### config.mk
export PLATFORM = sky130hd
export DESIGN_NAME = range_filtered_majority_vote_core
export DESIGN_NICKNAME = d
export VERILOG_FILES = /design/src/design/rfmv_pkg.sv /design/src/design/range_filtered_majority_vote_core.sv /design/src/design/rfmv_ram.sv /design/src/design/rfmv_ctrl.sv /design/src/design/rfmv_dpath.sv
export SDC_FILE = /design/constraint.sdc
export NUM_CORES = 1
export LEC_CHECK = 0
export ABC_AREA = 0
export BUFFER_PORTS_ARGS = -buffer_cell sky130_fd_sc_hd__buf_2
export CORE_MARGIN = 2
export CORE_UTILIZATION = 65
export CTS_BUF_LIST = sky130_fd_sc_hd__clkbuf_2 sky130_fd_sc_hd__clkbuf_4 sky130_fd_sc_hd__clkbuf_8
export DETAILED_ROUTE_END_ITERATION = 10
export PLACE_DENSITY = 0.88
export SYNTH_ARGS = -nofsm -noshare
export SYNTH_HDL_FRONTEND = slang
export SYNTH_HIERARCHICAL = 1
export SYNTH_SLANG_ARGS = --single-unit
export TNS_END_PERCENT = 1
### constraint.sdc
create_clock -name clk -period 4.8 [get_ports clk]
set_clock_uncertainty 0.05 [all_clocks]
set_input_delay 0.48 -clock clk [delete_from_list [all_inputs] [get_ports clk]]
set_output_delay 0.48 -clock clk [all_outputs]
set_load 0.01 [all_outputs]
### src/design/rfmv_pkg.sv
package rfmv_pkg;

    // Port widths fixed by the word format
    localparam int LABEL_PORT_W = 16;
    localparam int COUNT_PORT_W = 5;
    localparam int IN_TDATA_W   = 16;
    localparam int OUT_TDATA_W  = 24;
    localparam int OUT_PAD_W    = OUT_TDATA_W - LABEL_PORT_W - COUNT_PORT_W;
    localparam int CFG_DATA_W   = 16;
    localparam int CFG_INDEX_W  = 3;
    localparam int RIU_W        = 2;

    // Register indexes; range slot r sits at CFG_RANGE_A_LOW + r * CFG_SLOT_STRIDE
    localparam logic [CFG_INDEX_W-1:0] CFG_RANGES_IN_USE = 3'd0;
    localparam logic [CFG_INDEX_W-1:0] CFG_RANGE_A_LOW   = 3'd1;
    localparam logic [CFG_INDEX_W-1:0] CFG_RANGE_A_HIGH  = 3'd2;
    localparam int                     CFG_SLOT_STRIDE   = 2;

    // Register reset values
    localparam logic [RIU_W-1:0]      RANGES_IN_USE_RESET = 2'd1;
    localparam logic [CFG_DATA_W-1:0] RANGE_A_HIGH_RESET  = 16'hFFFF;

    typedef enum logic [2:0] {
        ST_IDLE,
        ST_CHECK,
        ST_SEARCH,
        ST_COMPARE,
        ST_SCAN_INIT,
        ST_SCAN_RD,
        ST_SCAN_CMP,
        ST_OUT
    } state_t;

    // Commands from the controller to the datapath
    typedef struct packed {
        logic load;
        logic take;
        logic set_ovf;
        logic addr_clr;
        logic addr_inc;
        logic wr_app;
        logic wr_inc;
        logic scan_init;
        logic scan_cmp;
        logic out_load;
    } dp_cmd_t;

    // Status from the datapath to the controller
    typedef struct packed {
        logic last;
        logic full;
        logic in_range;
        logic at_end;
        logic match;
        logic out_free;
    } dp_status_t;

endpackage

### src/design/range_filtered_majority_vote_core.sv
// Majority vote over a set of label words, the word with tlast closing the set.
// A word is kept only if its label lies in one of the first ranges_in_use
// inclusive [low, high] ranges; each kept label is looked up in a candidate
// table held in a RAM of MAX_VOTES entries, read one entry at a time. A kept
// word either increments the count of the matching entry or, when it is new,
// is appended to the table. The closing word then starts an argmax walk over
// the candidates and waits while an earlier result still sits in the output
// register; the result is then held in that register, so the next set may
// start while it waits. Ties go to the label seen first; a set with no kept
// word reports label 0 and count 0. Words past MAX_VOTES in a set are ignored
// and flagged in tuser. Only one word is in work at a time; configuration must
// be written only while the block is idle, and the block itself does not
// enforce it.
module range_filtered_majority_vote_core #(
    parameter int MAX_VOTES   = 16,
    parameter int LABEL_BITS  = 16,
    parameter int RANGE_SLOTS = 3
) (
    input  logic                               clk,
    input  logic                               rst_n,
    input  logic                               s_tvalid,
    output logic                               s_tready,
    input  logic [rfmv_pkg::IN_TDATA_W-1:0]    s_tdata,   // [15:0] vote_label
    input  logic                               s_tlast,   // last_vote
    output logic                               m_tvalid,
    input  logic                               m_tready,
    output logic [rfmv_pkg::OUT_TDATA_W-1:0]   m_tdata,   // [15:0] winner_label,
                                                          // [20:16] winner_count
    output logic                               m_tuser,   // vote_overflow
    input  logic                               cfg_we,
    input  logic [rfmv_pkg::CFG_INDEX_W-1:0]   cfg_index,
    input  logic [rfmv_pkg::CFG_DATA_W-1:0]    cfg_data
);

    import rfmv_pkg::*;

    dp_cmd_t    cmd;
    dp_status_t status;

    rfmv_ctrl u_ctrl (
        .clk      (clk),
        .rst_n    (rst_n),
        .s_tvalid (s_tvalid),
        .s_tready (s_tready),
        .status   (status),
        .cmd      (cmd)
    );

    rfmv_dpath #(
        .MAX_VOTES   (MAX_VOTES),
        .LABEL_BITS  (LABEL_BITS),
        .RANGE_SLOTS (RANGE_SLOTS)
    ) u_dpath (
        .clk       (clk),
        .rst_n     (rst_n),
        .s_tdata   (s_tdata),
        .s_tlast   (s_tlast),
        .m_tvalid  (m_tvalid),
        .m_tready  (m_tready),
        .m_tdata   (m_tdata),
        .m_tuser   (m_tuser),
        .cfg_we    (cfg_we),
        .cfg_index (cfg_index),
        .cfg_data  (cfg_data),
        .cmd       (cmd),
        .status    (status)
    );

endmodule

### src/design/rfmv_ram.sv
module rfmv_ram #(
    parameter int WIDTH = 8,
    parameter int DEPTH = 16
) (
    input  logic                     clk,
    input  logic                     we,
    input  logic [$clog2(DEPTH)-1:0] waddr,
    input  logic [WIDTH-1:0]         wdata,
    input  logic [$clog2(DEPTH)-1:0] raddr,
    output logic [WIDTH-1:0]         rdata
);

    logic [WIDTH-1:0] mem [DEPTH];

    // Write port and registered read port
    always_ff @(posedge clk)
    begin
        if (we)
        begin
            mem[waddr] <= wdata;
        end
        rdata <= mem[raddr];
    end

endmodule

### src/design/rfmv_ctrl.sv
module rfmv_ctrl (
    input  logic                clk,
    input  logic                rst_n,
    input  logic                s_tvalid,
    output logic                s_tready,
    input  rfmv_pkg::dp_status_t status,
    output rfmv_pkg::dp_cmd_t    cmd
);

    import rfmv_pkg::*;

    state_t state_reg;
    state_t state_next;

    // Hold the state
    always_ff @(posedge clk or negedge rst_n)
    begin
        if (!rst_n)
        begin
            state_reg <= ST_IDLE;
        end
        else
        begin
            state_reg <= state_next;
        end
    end

    // Sequence one word: filter, table walk, then on the closing word the argmax walk
    always_comb
    begin
        state_t after_vote;
        after_vote = status.last ? ST_SCAN_INIT : ST_IDLE;
        state_next = state_reg;
        cmd        = '0;
        s_tready   = 1'b0;
        case (state_reg)
            ST_IDLE:
            begin
                s_tready = 1'b1;
                if (s_tvalid)
                begin
                    cmd.load   = 1'b1;
                    state_next = ST_CHECK;
                end
            end
            ST_CHECK:
            begin
                if (status.full)
                begin
                    cmd.set_ovf = 1'b1;
                    state_next  = after_vote;
                end
                else
                begin
                    cmd.take = 1'b1;
                    if (status.in_range)
                    begin
                        cmd.addr_clr = 1'b1;
                        state_next   = ST_SEARCH;
                    end
                    else
                    begin
                        state_next = after_vote;
                    end
                end
            end
            ST_SEARCH:
            begin
                if (status.at_end)
                begin
                    cmd.wr_app = 1'b1;
                    state_next = after_vote;
                end
                else
                begin
                    state_next = ST_COMPARE;
                end
            end
            ST_COMPARE:
            begin
                if (status.match)
                begin
                    cmd.wr_inc = 1'b1;
                    state_next = after_vote;
                end
                else
                begin
                    cmd.addr_inc = 1'b1;
                    state_next   = ST_SEARCH;
                end
            end
            ST_SCAN_INIT:
            begin
                cmd.scan_init = 1'b1;
                cmd.addr_clr  = 1'b1;
                state_next    = ST_SCAN_RD;
            end
            ST_SCAN_RD:
            begin
                state_next = status.at_end ? ST_OUT : ST_SCAN_CMP;
            end
            ST_SCAN_CMP:
            begin
                cmd.scan_cmp = 1'b1;
                cmd.addr_inc = 1'b1;
                state_next   = ST_SCAN_RD;
            end
            ST_OUT:
            begin
                if (status.out_free)
                begin
                    cmd.out_load = 1'b1;
                    state_next   = ST_IDLE;
                end
            end
            default:
            begin
                state_next = ST_IDLE;
            end
        endcase
    end

endmodule

### src/design/rfmv_dpath.sv
module rfmv_dpath #(
    parameter int MAX_VOTES   = 16,
    parameter int LABEL_BITS  = 16,
    parameter int RANGE_SLOTS = 3
) (
    input  logic                                  clk,
    input  logic                                  rst_n,
    input  logic [rfmv_pkg::IN_TDATA_W-1:0]       s_tdata,
    input  logic                                  s_tlast,
    output logic                                  m_tvalid,
    input  logic                                  m_tready,
    output logic [rfmv_pkg::OUT_TDATA_W-1:0]      m_tdata,
    output logic                                  m_tuser,
    input  logic                                  cfg_we,
    input  logic [rfmv_pkg::CFG_INDEX_W-1:0]      cfg_index,
    input  logic [rfmv_pkg::CFG_DATA_W-1:0]       cfg_data,
    input  rfmv_pkg::dp_cmd_t                     cmd,
    output rfmv_pkg::dp_status_t                  status
);

    import rfmv_pkg::*;

    localparam int LW = (LABEL_BITS < LABEL_PORT_W) ? LABEL_BITS : LABEL_PORT_W;
    localparam int AW = $clog2(MAX_VOTES);
    localparam int CW = $clog2(MAX_VOTES + 1);
    localparam int EW = LW + CW;

    logic [RIU_W-1:0]        riu_reg;
    logic [RANGE_SLOTS-1:0]  slot_hit;

    logic [LW-1:0] label_reg, label_next;
    logic          last_reg, last_next;
    logic [CW-1:0] held_reg, held_next;
    logic [CW-1:0] taken_reg, taken_next;
    logic          ovf_reg, ovf_next;
    logic [CW-1:0] addr_reg, addr_next;
    logic [CW-1:0] best_cnt_reg, best_cnt_next;
    logic [LW-1:0] best_lbl_reg, best_lbl_next;
    logic          out_valid_reg, out_valid_next;
    logic [LABEL_PORT_W-1:0] out_label_reg, out_label_next;
    logic [COUNT_PORT_W-1:0] out_count_reg, out_count_next;
    logic          out_ovf_reg, out_ovf_next;

    logic          ram_we;
    logic [AW-1:0] ram_waddr;
    logic [EW-1:0] ram_wdata;
    logic [EW-1:0] ram_rdata;
    logic [LW-1:0] rd_label;
    logic [CW-1:0] rd_count;

    // Count of enabled ranges
    always_ff @(posedge clk or negedge rst_n)
    begin
        if (!rst_n)
        begin
            riu_reg <= RANGES_IN_USE_RESET;
        end
        else if (cfg_we && cfg_index == CFG_RANGES_IN_USE)
        begin
            riu_reg <= cfg_data[RIU_W-1:0];
        end
    end

    // One bound pair per range slot; a slot beyond the enabled count never hits
    for (genvar r = 0; r < RANGE_SLOTS; r++)
    begin : g_slot
        localparam logic [CFG_INDEX_W-1:0] LO_IDX =
            CFG_RANGE_A_LOW + CFG_INDEX_W'(r * CFG_SLOT_STRIDE);
        localparam logic [CFG_INDEX_W-1:0] HI_IDX =
            CFG_RANGE_A_HIGH + CFG_INDEX_W'(r * CFG_SLOT_STRIDE);
        localparam logic [CFG_DATA_W-1:0] HI_RESET = (r == 0) ? RANGE_A_HIGH_RESET : '0;

        logic [CFG_DATA_W-1:0] lo_reg;
        logic [CFG_DATA_W-1:0] hi_reg;

        always_ff @(posedge clk or negedge rst_n)
        begin
            if (!rst_n)
            begin
                lo_reg <= '0;
                hi_reg <= HI_RESET;
            end
            else if (cfg_we)
            begin
                if (cfg_index == LO_IDX)
                begin
                    lo_reg <= cfg_data;
                end
                if (cfg_index == HI_IDX)
                begin
                    hi_reg <= cfg_data;
                end
            end
        end

        assign slot_hit[r] = (riu_reg > RIU_W'(r))
                          && (CFG_DATA_W'(label_reg) >= lo_reg)
                          && (CFG_DATA_W'(label_reg) <= hi_reg);
    end

    // Candidate table: label above count in each entry
    rfmv_ram #(
        .WIDTH (EW),
        .DEPTH (MAX_VOTES)
    ) u_table (
        .clk   (clk),
        .we    (ram_we),
        .waddr (ram_waddr),
        .wdata (ram_wdata),
        .raddr (addr_reg[AW-1:0]),
        .rdata (ram_rdata)
    );

    assign rd_label  = ram_rdata[EW-1:CW];
    assign rd_count  = ram_rdata[CW-1:0];
    assign ram_we    = cmd.wr_app || cmd.wr_inc;
    assign ram_waddr = cmd.wr_app ? held_reg[AW-1:0] : addr_reg[AW-1:0];
    assign ram_wdata = {label_reg, cmd.wr_app ? CW'(1) : rd_count + CW'(1)};

    // Report status to the controller
    always_comb
    begin
        status          = '0;
        status.last     = last_reg;
        status.full     = (taken_reg >= CW'(MAX_VOTES));
        status.in_range = |slot_hit;
        status.at_end   = (addr_reg == held_reg);
        status.match    = (rd_label == label_reg);
        status.out_free = !out_valid_reg || m_tready;
    end

    // Work out the next register values from the commands
    always_comb
    begin
        label_next     = label_reg;
        last_next      = last_reg;
        held_next      = held_reg;
        taken_next     = taken_reg;
        ovf_next       = ovf_reg;
        addr_next      = addr_reg;
        best_cnt_next  = best_cnt_reg;
        best_lbl_next  = best_lbl_reg;
        out_valid_next = out_valid_reg;
        out_label_next = out_label_reg;
        out_count_next = out_count_reg;
        out_ovf_next   = out_ovf_reg;

        if (cmd.load)
        begin
            label_next = s_tdata[LW-1:0];
            last_next  = s_tlast;
        end
        if (cmd.take)
        begin
            taken_next = taken_reg + CW'(1);
        end
        if (cmd.set_ovf)
        begin
            ovf_next = 1'b1;
        end
        if (cmd.addr_clr)
        begin
            addr_next = '0;
        end
        else if (cmd.addr_inc)
        begin
            addr_next = addr_reg + CW'(1);
        end
        if (cmd.wr_app)
        begin
            held_next = held_reg + CW'(1);
        end
        if (cmd.scan_init)
        begin
            best_cnt_next = '0;
            best_lbl_next = '0;
        end
        // Strict compare keeps the earliest candidate on a tie
        if (cmd.scan_cmp && rd_count > best_cnt_reg)
        begin
            best_cnt_next = rd_count;
            best_lbl_next = rd_label;
        end
        if (m_tready)
        begin
            out_valid_next = 1'b0;
        end
        // Publish the result and clear the set
        if (cmd.out_load)
        begin
            out_valid_next = 1'b1;
            out_label_next = LABEL_PORT_W'(best_lbl_reg);
            out_count_next = COUNT_PORT_W'(best_cnt_reg);
            out_ovf_next   = ovf_reg;
            held_next      = '0;
            taken_next     = '0;
            ovf_next       = 1'b0;
        end
    end

    // Control state
    always_ff @(posedge clk or negedge rst_n)
    begin
        if (!rst_n)
        begin
            held_reg      <= '0;
            taken_reg     <= '0;
            ovf_reg       <= 1'b0;
            out_valid_reg <= 1'b0;
        end
        else
        begin
            held_reg      <= held_next;
            taken_reg     <= taken_next;
            ovf_reg       <= ovf_next;
            out_valid_reg <= out_valid_next;
        end
    end

    // Payload
    always_ff @(posedge clk)
    begin
        label_reg     <= label_next;
        last_reg      <= last_next;
        addr_reg      <= addr_next;
        best_cnt_reg  <= best_cnt_next;
        best_lbl_reg  <= best_lbl_next;
        out_label_reg <= out_label_next;
        out_count_reg <= out_count_next;
        out_ovf_reg   <= out_ovf_next;
    end

    assign m_tvalid = out_valid_reg;
    assign m_tdata  = {{OUT_PAD_W{1'b0}}, out_count_reg, out_label_reg};
    assign m_tuser  = out_ovf_reg;

endmodule

# Yosys cells after proc, flatten, opt, wreduce, memory -nomap -nowiden

Memory sizes are Yosys's and may differ from the RTL's. A register that Yosys moved wholly into a read port is not among the register bits.
Cells that the tools add are included.

$add $sub $neg: 4
Multiply operators: 0
Divide/modulo/power cells: 0
Order comparisons: 11
Equal/unequal tests: 17
Shift-type cells: 0
Muxes and demuxes: 44
Bitwise logic cells: 0
Reduce and logical (&&, ||, !) cells: 27

Operators with widths:

| cell                                               | number |
|---|---|
| >= comparator 16 bit                               | 3 |
| <= comparator 16 bit                               | 3 |
| 2-to-1 mux 5 bit                                   | 7 |
| 2-to-1 mux 16 bit                                  | 2 |
| 2-to-1 mux 1 bit                                   | 23 |
| == test 3 bit, second input constant               | 7 |
| 2-to-1 mux 3 bit                                   | 7 |
| case mux 3 bit (7 select lines)                    | 1 |
| adder 5 x 1 -> 5 bit, second input constant        | 4 |
| == test 16 bit                                     | 1 |
| AND reduction 2 bit                                | 7 |
| == test 3 x 2 -> 1 bit, second input constant      | 4 |
| nonzero test 2 bit                                 | 5 |
| logical AND 1 bit                                  | 8 |
| == test 3 x 1 -> 1 bit, second input constant      | 2 |
| logical NOT 3 bit                                  | 2 |
| == test 5 bit                                      | 1 |
| >= comparator 5 bit, second input constant         | 1 |
| > comparator 5 bit                                 | 1 |
| > comparator 2 x 1 -> 1 bit, second input constant | 2 |
| 2-to-1 mux 4 bit                                   | 1 |
| inequality test 2 bit, second input constant       | 2 |
| case mux 1 bit (2 select lines)                    | 2 |
| OR reduction 3 bit                                 | 1 |
| 5 further kinds                                    | 6 |

Register bits after elaboration: 178
Bits in latches: 0
Bits in writable memories: 336
Bits in read-only memories: 0
Bits of input ports: 41
Logic and storage cells: 124
Memories kept: 1

Memories:

| memory              | depth | bits a word | read ports | clocked after Yosys merged registers in | write ports | line           | text |
|---|---|---|---|---|---|---|---|
| u_dpath.u_table.mem | 16    | 21          | 1          | 1                                       | 1           | rfmv_ram.sv:13 | `logic [WIDTH-1:0] mem [DEPTH];` |

# Longest topological paths before layout

Word-level depth: 7
Gate-level depth with buffers: 13
Mapped depth without buffers: 13

# Modules after synthesis

The synthesis kept the hierarchy.

Modules (own cells, without submodules):

| module     | times used | cells each | area each (sq um) |
|---|---|---|---|
| rfmv_ram   | 1          | 557        | 13277.7 |
| rfmv_dpath | 1          | 814        | 9220.1 |
| rfmv_ctrl  | 1          | 48         | 350.3 |

# Worst setup path after synthesis

OpenSTA, ideal clock, no wires.

Path type: reg-to-reg
Start point: register u_dpath.addr_reg[0]
End point: memory u_dpath/u_table/mem[0][0] in the netlist's numbering (enable)
Library setup time: 0.425 ns
Arrival: 3.853 ns
Required time: 4.325 ns
Setup slack: 0.472 ns
Stages on the path, launching flop included: 9
Period minus slack after synthesis: 4.328 ns
Path through: dfxtp_1 -> xnor2_1 -> nand3_1 -> nor3_1 -> and4_1 -> clkbuf_1 -> mux2_2 -> or3b_1 -> nor3_1

RTL lines:

| item                   | line              | text |
|---|---|---|
| from (decl)            | rfmv_dpath.sv:36  | `logic [CW-1:0] addr_reg, addr_next;` |
| from (signal assigned) | rfmv_dpath.sv:225 | `addr_reg <= addr_next;` |
| to (decl)              | rfmv_ram.sv:13    |  |

==> qor.tcl <==
set qor(run_status) {completed}
set qor(cts-root-to-sink-buffers) 3
set qor(vias_per_cell) 6.34
set qor(initial_core_util) 0.661
set qor(crit_path_start_kind) {flop}
set qor(largest_reg_flops) 336
set qor(drv_slew) 0
set qor(row_count) 68
set qor(clk_pin_slew_worst_paths_ps) 60
set qor(syn_area_per_cell_um2) 16.1
set qor(total_cts_buffers) 80
set qor(dieArea_um2) 36700
set qor(critical_path.n_buffers_inverters) 1
set qor(cp_cell_sequence) {xnor2_1, nand4_1, nor4_1, nand2_1, nor2_1, or2_2, nand3b_1, nor2_2, buf_4}
set qor(layout.cells.most_common_list) {sky130_fd_sc_hd__edfxtp_1, sky130_fd_sc_hd__ha_1, sky130_fd_sc_hd__inv_1}
set qor(area_growth_pct) 11.9
set qor(routabilityCongestion) 0.990
set qor(post_synthesis_instance_area_um2) 22800
set qor(synth.distinct_cells) 61
set qor(floorplan.die.width_um) 191
set qor(yosysTopAreaCellShare) 0.520
set qor(yosys_register_bits) 535
set qor(critical_path_fanout_max) 23
set qor(die-height_um) 191
set qor(grt_use_total) 0.295
set qor(post-synth-top-area-cell) {sky130_fd_sc_hd__edfxtp_1}
set qor(first_global_vias) 13500
set qor(grt_overflow_total) 0
set qor(finalSetupTns_ps) 0
set qor(grt_antenna_before_repair) 0
set qor(synth_enable_flop_cells) 396
set qor(numClockSinks) 535
set qor(timing.rr.start) {u_dpath/label_reg[15]}
set qor(ys_top_cells_by_area) {sky130_fd_sc_hd__edfxtp_1, sky130_fd_sc_hd__dfrtp_1, sky130_fd_sc_hd__ha_1}
set qor(worstSetupEndpointType) {flop}
set qor(cells_on_worst_reg2reg_path) 9
set qor(design.portCount) 68
set qor(drt-wirelength-per-cell_um) 24.9
set qor(yosysSeqAreaShare) 0.668
set qor(wl_um) 52000
set qor(drcViolationCount) 0
set qor(synthFlopType) {sky130_fd_sc_hd__edfxtp_1}
set qor(endpoint) {u_dpath/u_table/mem[9][14]}
set qor(static_leakage_nw) 9.21
set qor(worst-endpoint-required_ps) 5020
set qor(setup_repair_after_global_routing_missed_its_margin) {no}
set qor(drt_first_pass_iters) 6
set qor(via_count) 13300
set qor(power.density_nw_per_um2) 377
set qor(dp_cells) 1929
set qor(final.min_clock_period_ps) 3960
set qor(critical_path.startpoint) {u_dpath/label_reg[15]}
set qor(crit-reg2reg-capture) {u_dpath/u_table/mem[9][14]}
set qor(layout-drive-gt1-share) 0.236
set qor(netlist_instances) 1419
set qor(root_buffer) {sky130_fd_sc_hd__clkbuf_8}
set qor(final_cells) 2093
set qor(path_class) {reg -> reg}
set qor(nNetsFinal) 1718
set qor(dp_hpwl_um) 32600
set qor(n_antenna_cell) 0
set qor(reg2reg_slack_ps) 840
set qor(max_slew.worst_pin.slew_ps) 1410
set qor(drtAntennaViolNets) 0
set qor(tritoncts) {built}
set qor(mostFrequentLayoutCell) {sky130_fd_sc_hd__edfxtp_1}
set qor(worst_skew_pair.late_latency_ps) 640
set qor(cp.arrival_ps) 4180
set qor(hold_violations) 0
set qor(grt_pass1_wl_um) 78900
set qor(grt_max_degree) 68
set qor(timing.critical_path.max_delay_family) {simple AND/OR/NAND/NOR gates}
set qor(number_of_instances_resized_during_post_cts_repair) 0
set qor(timing.max_cap.violations) 0
set qor(stage_delay_of_the_slowest_cell_on_the_critical_path_ps) 930
set qor(synth.yosys.warnings) 6
set qor(period_share) 0.825
set qor(drt_first_iter_violations) 1386
set qor(cpMaxStageDelayCell) {sky130_fd_sc_hd__edfxtp_1}
set qor(cts.htree.levels) 3
set qor(final-setup-viol-count) 0
set qor(post-cts-setup-buffers) 0
set qor(port-buffer-count) 64
set qor(coreArea_um2) 34500
set qor(proportion_of_synthesized_flip_flops_having_asynchronous_set_or_reset) 0.211
set qor(hold_class) {in -> reg}
set qor(maxSlewHeadroom) 0.0598
set qor(vdd_ir_drop_max_mv) 0.414
set qor(maxClockFrequency_ghz) 0.253
set qor(critical_path_depth) 9
what timing repair did:
item,CTS,global route
endpoints found under the hold margin,70,0
endpoints found under the setup margin,0,0
hold buffers,15,0
routing by layer:
metal	global-route usage	wire [um]	vias to the layer above
li1	-	-	5734
met1	0.376	19400	6688
met2	0.482	25900	703
met3	0.0687	4390	145
met4	0.146	2290	0
met5	0	0	-
worst register-to-register path: stages (launching register included):
cell and delay, ps:
sky130_fd_sc_hd__edfxtp_1 930, sky130_fd_sc_hd__xnor2_1 200, sky130_fd_sc_hd__nand4_1 120, sky130_fd_sc_hd__nor4_1 670, sky130_fd_sc_hd__nand2_1 110, sky130_fd_sc_hd__nor2_1 230, sky130_fd_sc_hd__or2_2 190, sky130_fd_sc_hd__nand3b_1 210
sky130_fd_sc_hd__nor2_2 480, sky130_fd_sc_hd__buf_4 410
cell usage after synthesis, drive strengths merged (15+ instances only):
| library cell | instances |
|---|---|
| nor2 | 51 |
| nand4 | 26 |
| edfxtp | 396 |
| xnor2 | 23 |
| o21ai | 64 |
| mux2 | 57 |
| dfstp | 17 |
| inv | 103 |
| nand2 | 89 |
| mux4 | 84 |
| and2 | 23 |
| a21oi | 35 |
| dfxtp | 26 |
| buf | 40 |
| dfrtp | 96 |
| a22oi | 42 |
| ha | 106 |
| nor3 | 15 |
final cells by class:
class                   instances  area [um2]
well taps                     455         569
clock inverters                30         194
inverters                     103         387
repair buffers                121         813
clock buffers                 119        1460
multi-input cells             730        6880
flip-flops and latches        535       15300
fillers                      2007        8970
logic make-up after synthesis:
group,share of synthesized area
other,0.000164
DFF,0.668
adders and majority gates,0.0580
muxes,0.119
and+or+nand+nor,0.0572
xor gates and xnor gates,0.0138
AOI/OAI and AO/OA,0.0506
buffers and inverters,0.0336
stage by stage:
| stage | worst slack, ps | power [mW] | utilization | hold slack (ps) | instance area (um2) |
|---|---|---|---|---|---|
| final | 841 | 9.65 | 0.740 | 25.6 | 25600 |
| after global routing | 586 | 9.99 | 0.740 | 10.2 | 25600 |
| after CTS | 976 | 9.70 | 0.740 | 0.760 | 25600 |
| after detailed placement | 1030 | 5.96 | 0.688 | 358 | 23800 |
| after global placement | 1160 | 5.92 | 0.688 | 352 | 23800 |
| after floorplan | 472 | 5.71 | - | 134 | 22900 |
how the worst min path moves through the flow:
stage	slack (ps)	end	from	cells after the start
5_1_grt	10	u_dpath/label_reg[2]	s_tdata[2]	1
2_1_floorplan	130	u_ctrl/state_reg[0]	rst_n	0
3_5_place_dp	360	u_dpath/out_label_reg[12]	u_dpath/best_lbl_reg[12]	0
6_report	30	u_dpath/label_reg[2]	s_tdata[2]	1
3_3_place_gp	350	u_dpath/out_label_reg[6]	u_dpath/best_lbl_reg[6]	0
4_1_cts	0.8	u_dpath/label_reg[2]	s_tdata[2]	1
report_power, final:
part / switching (mW) / internal [mW]
sequential: 0.0834 / 5.11
clock: 1.70 / 2.07
combinational: 0.399 / 0.294
total: 2.18 / 7.47
Power figures use the tool's default switching activity.
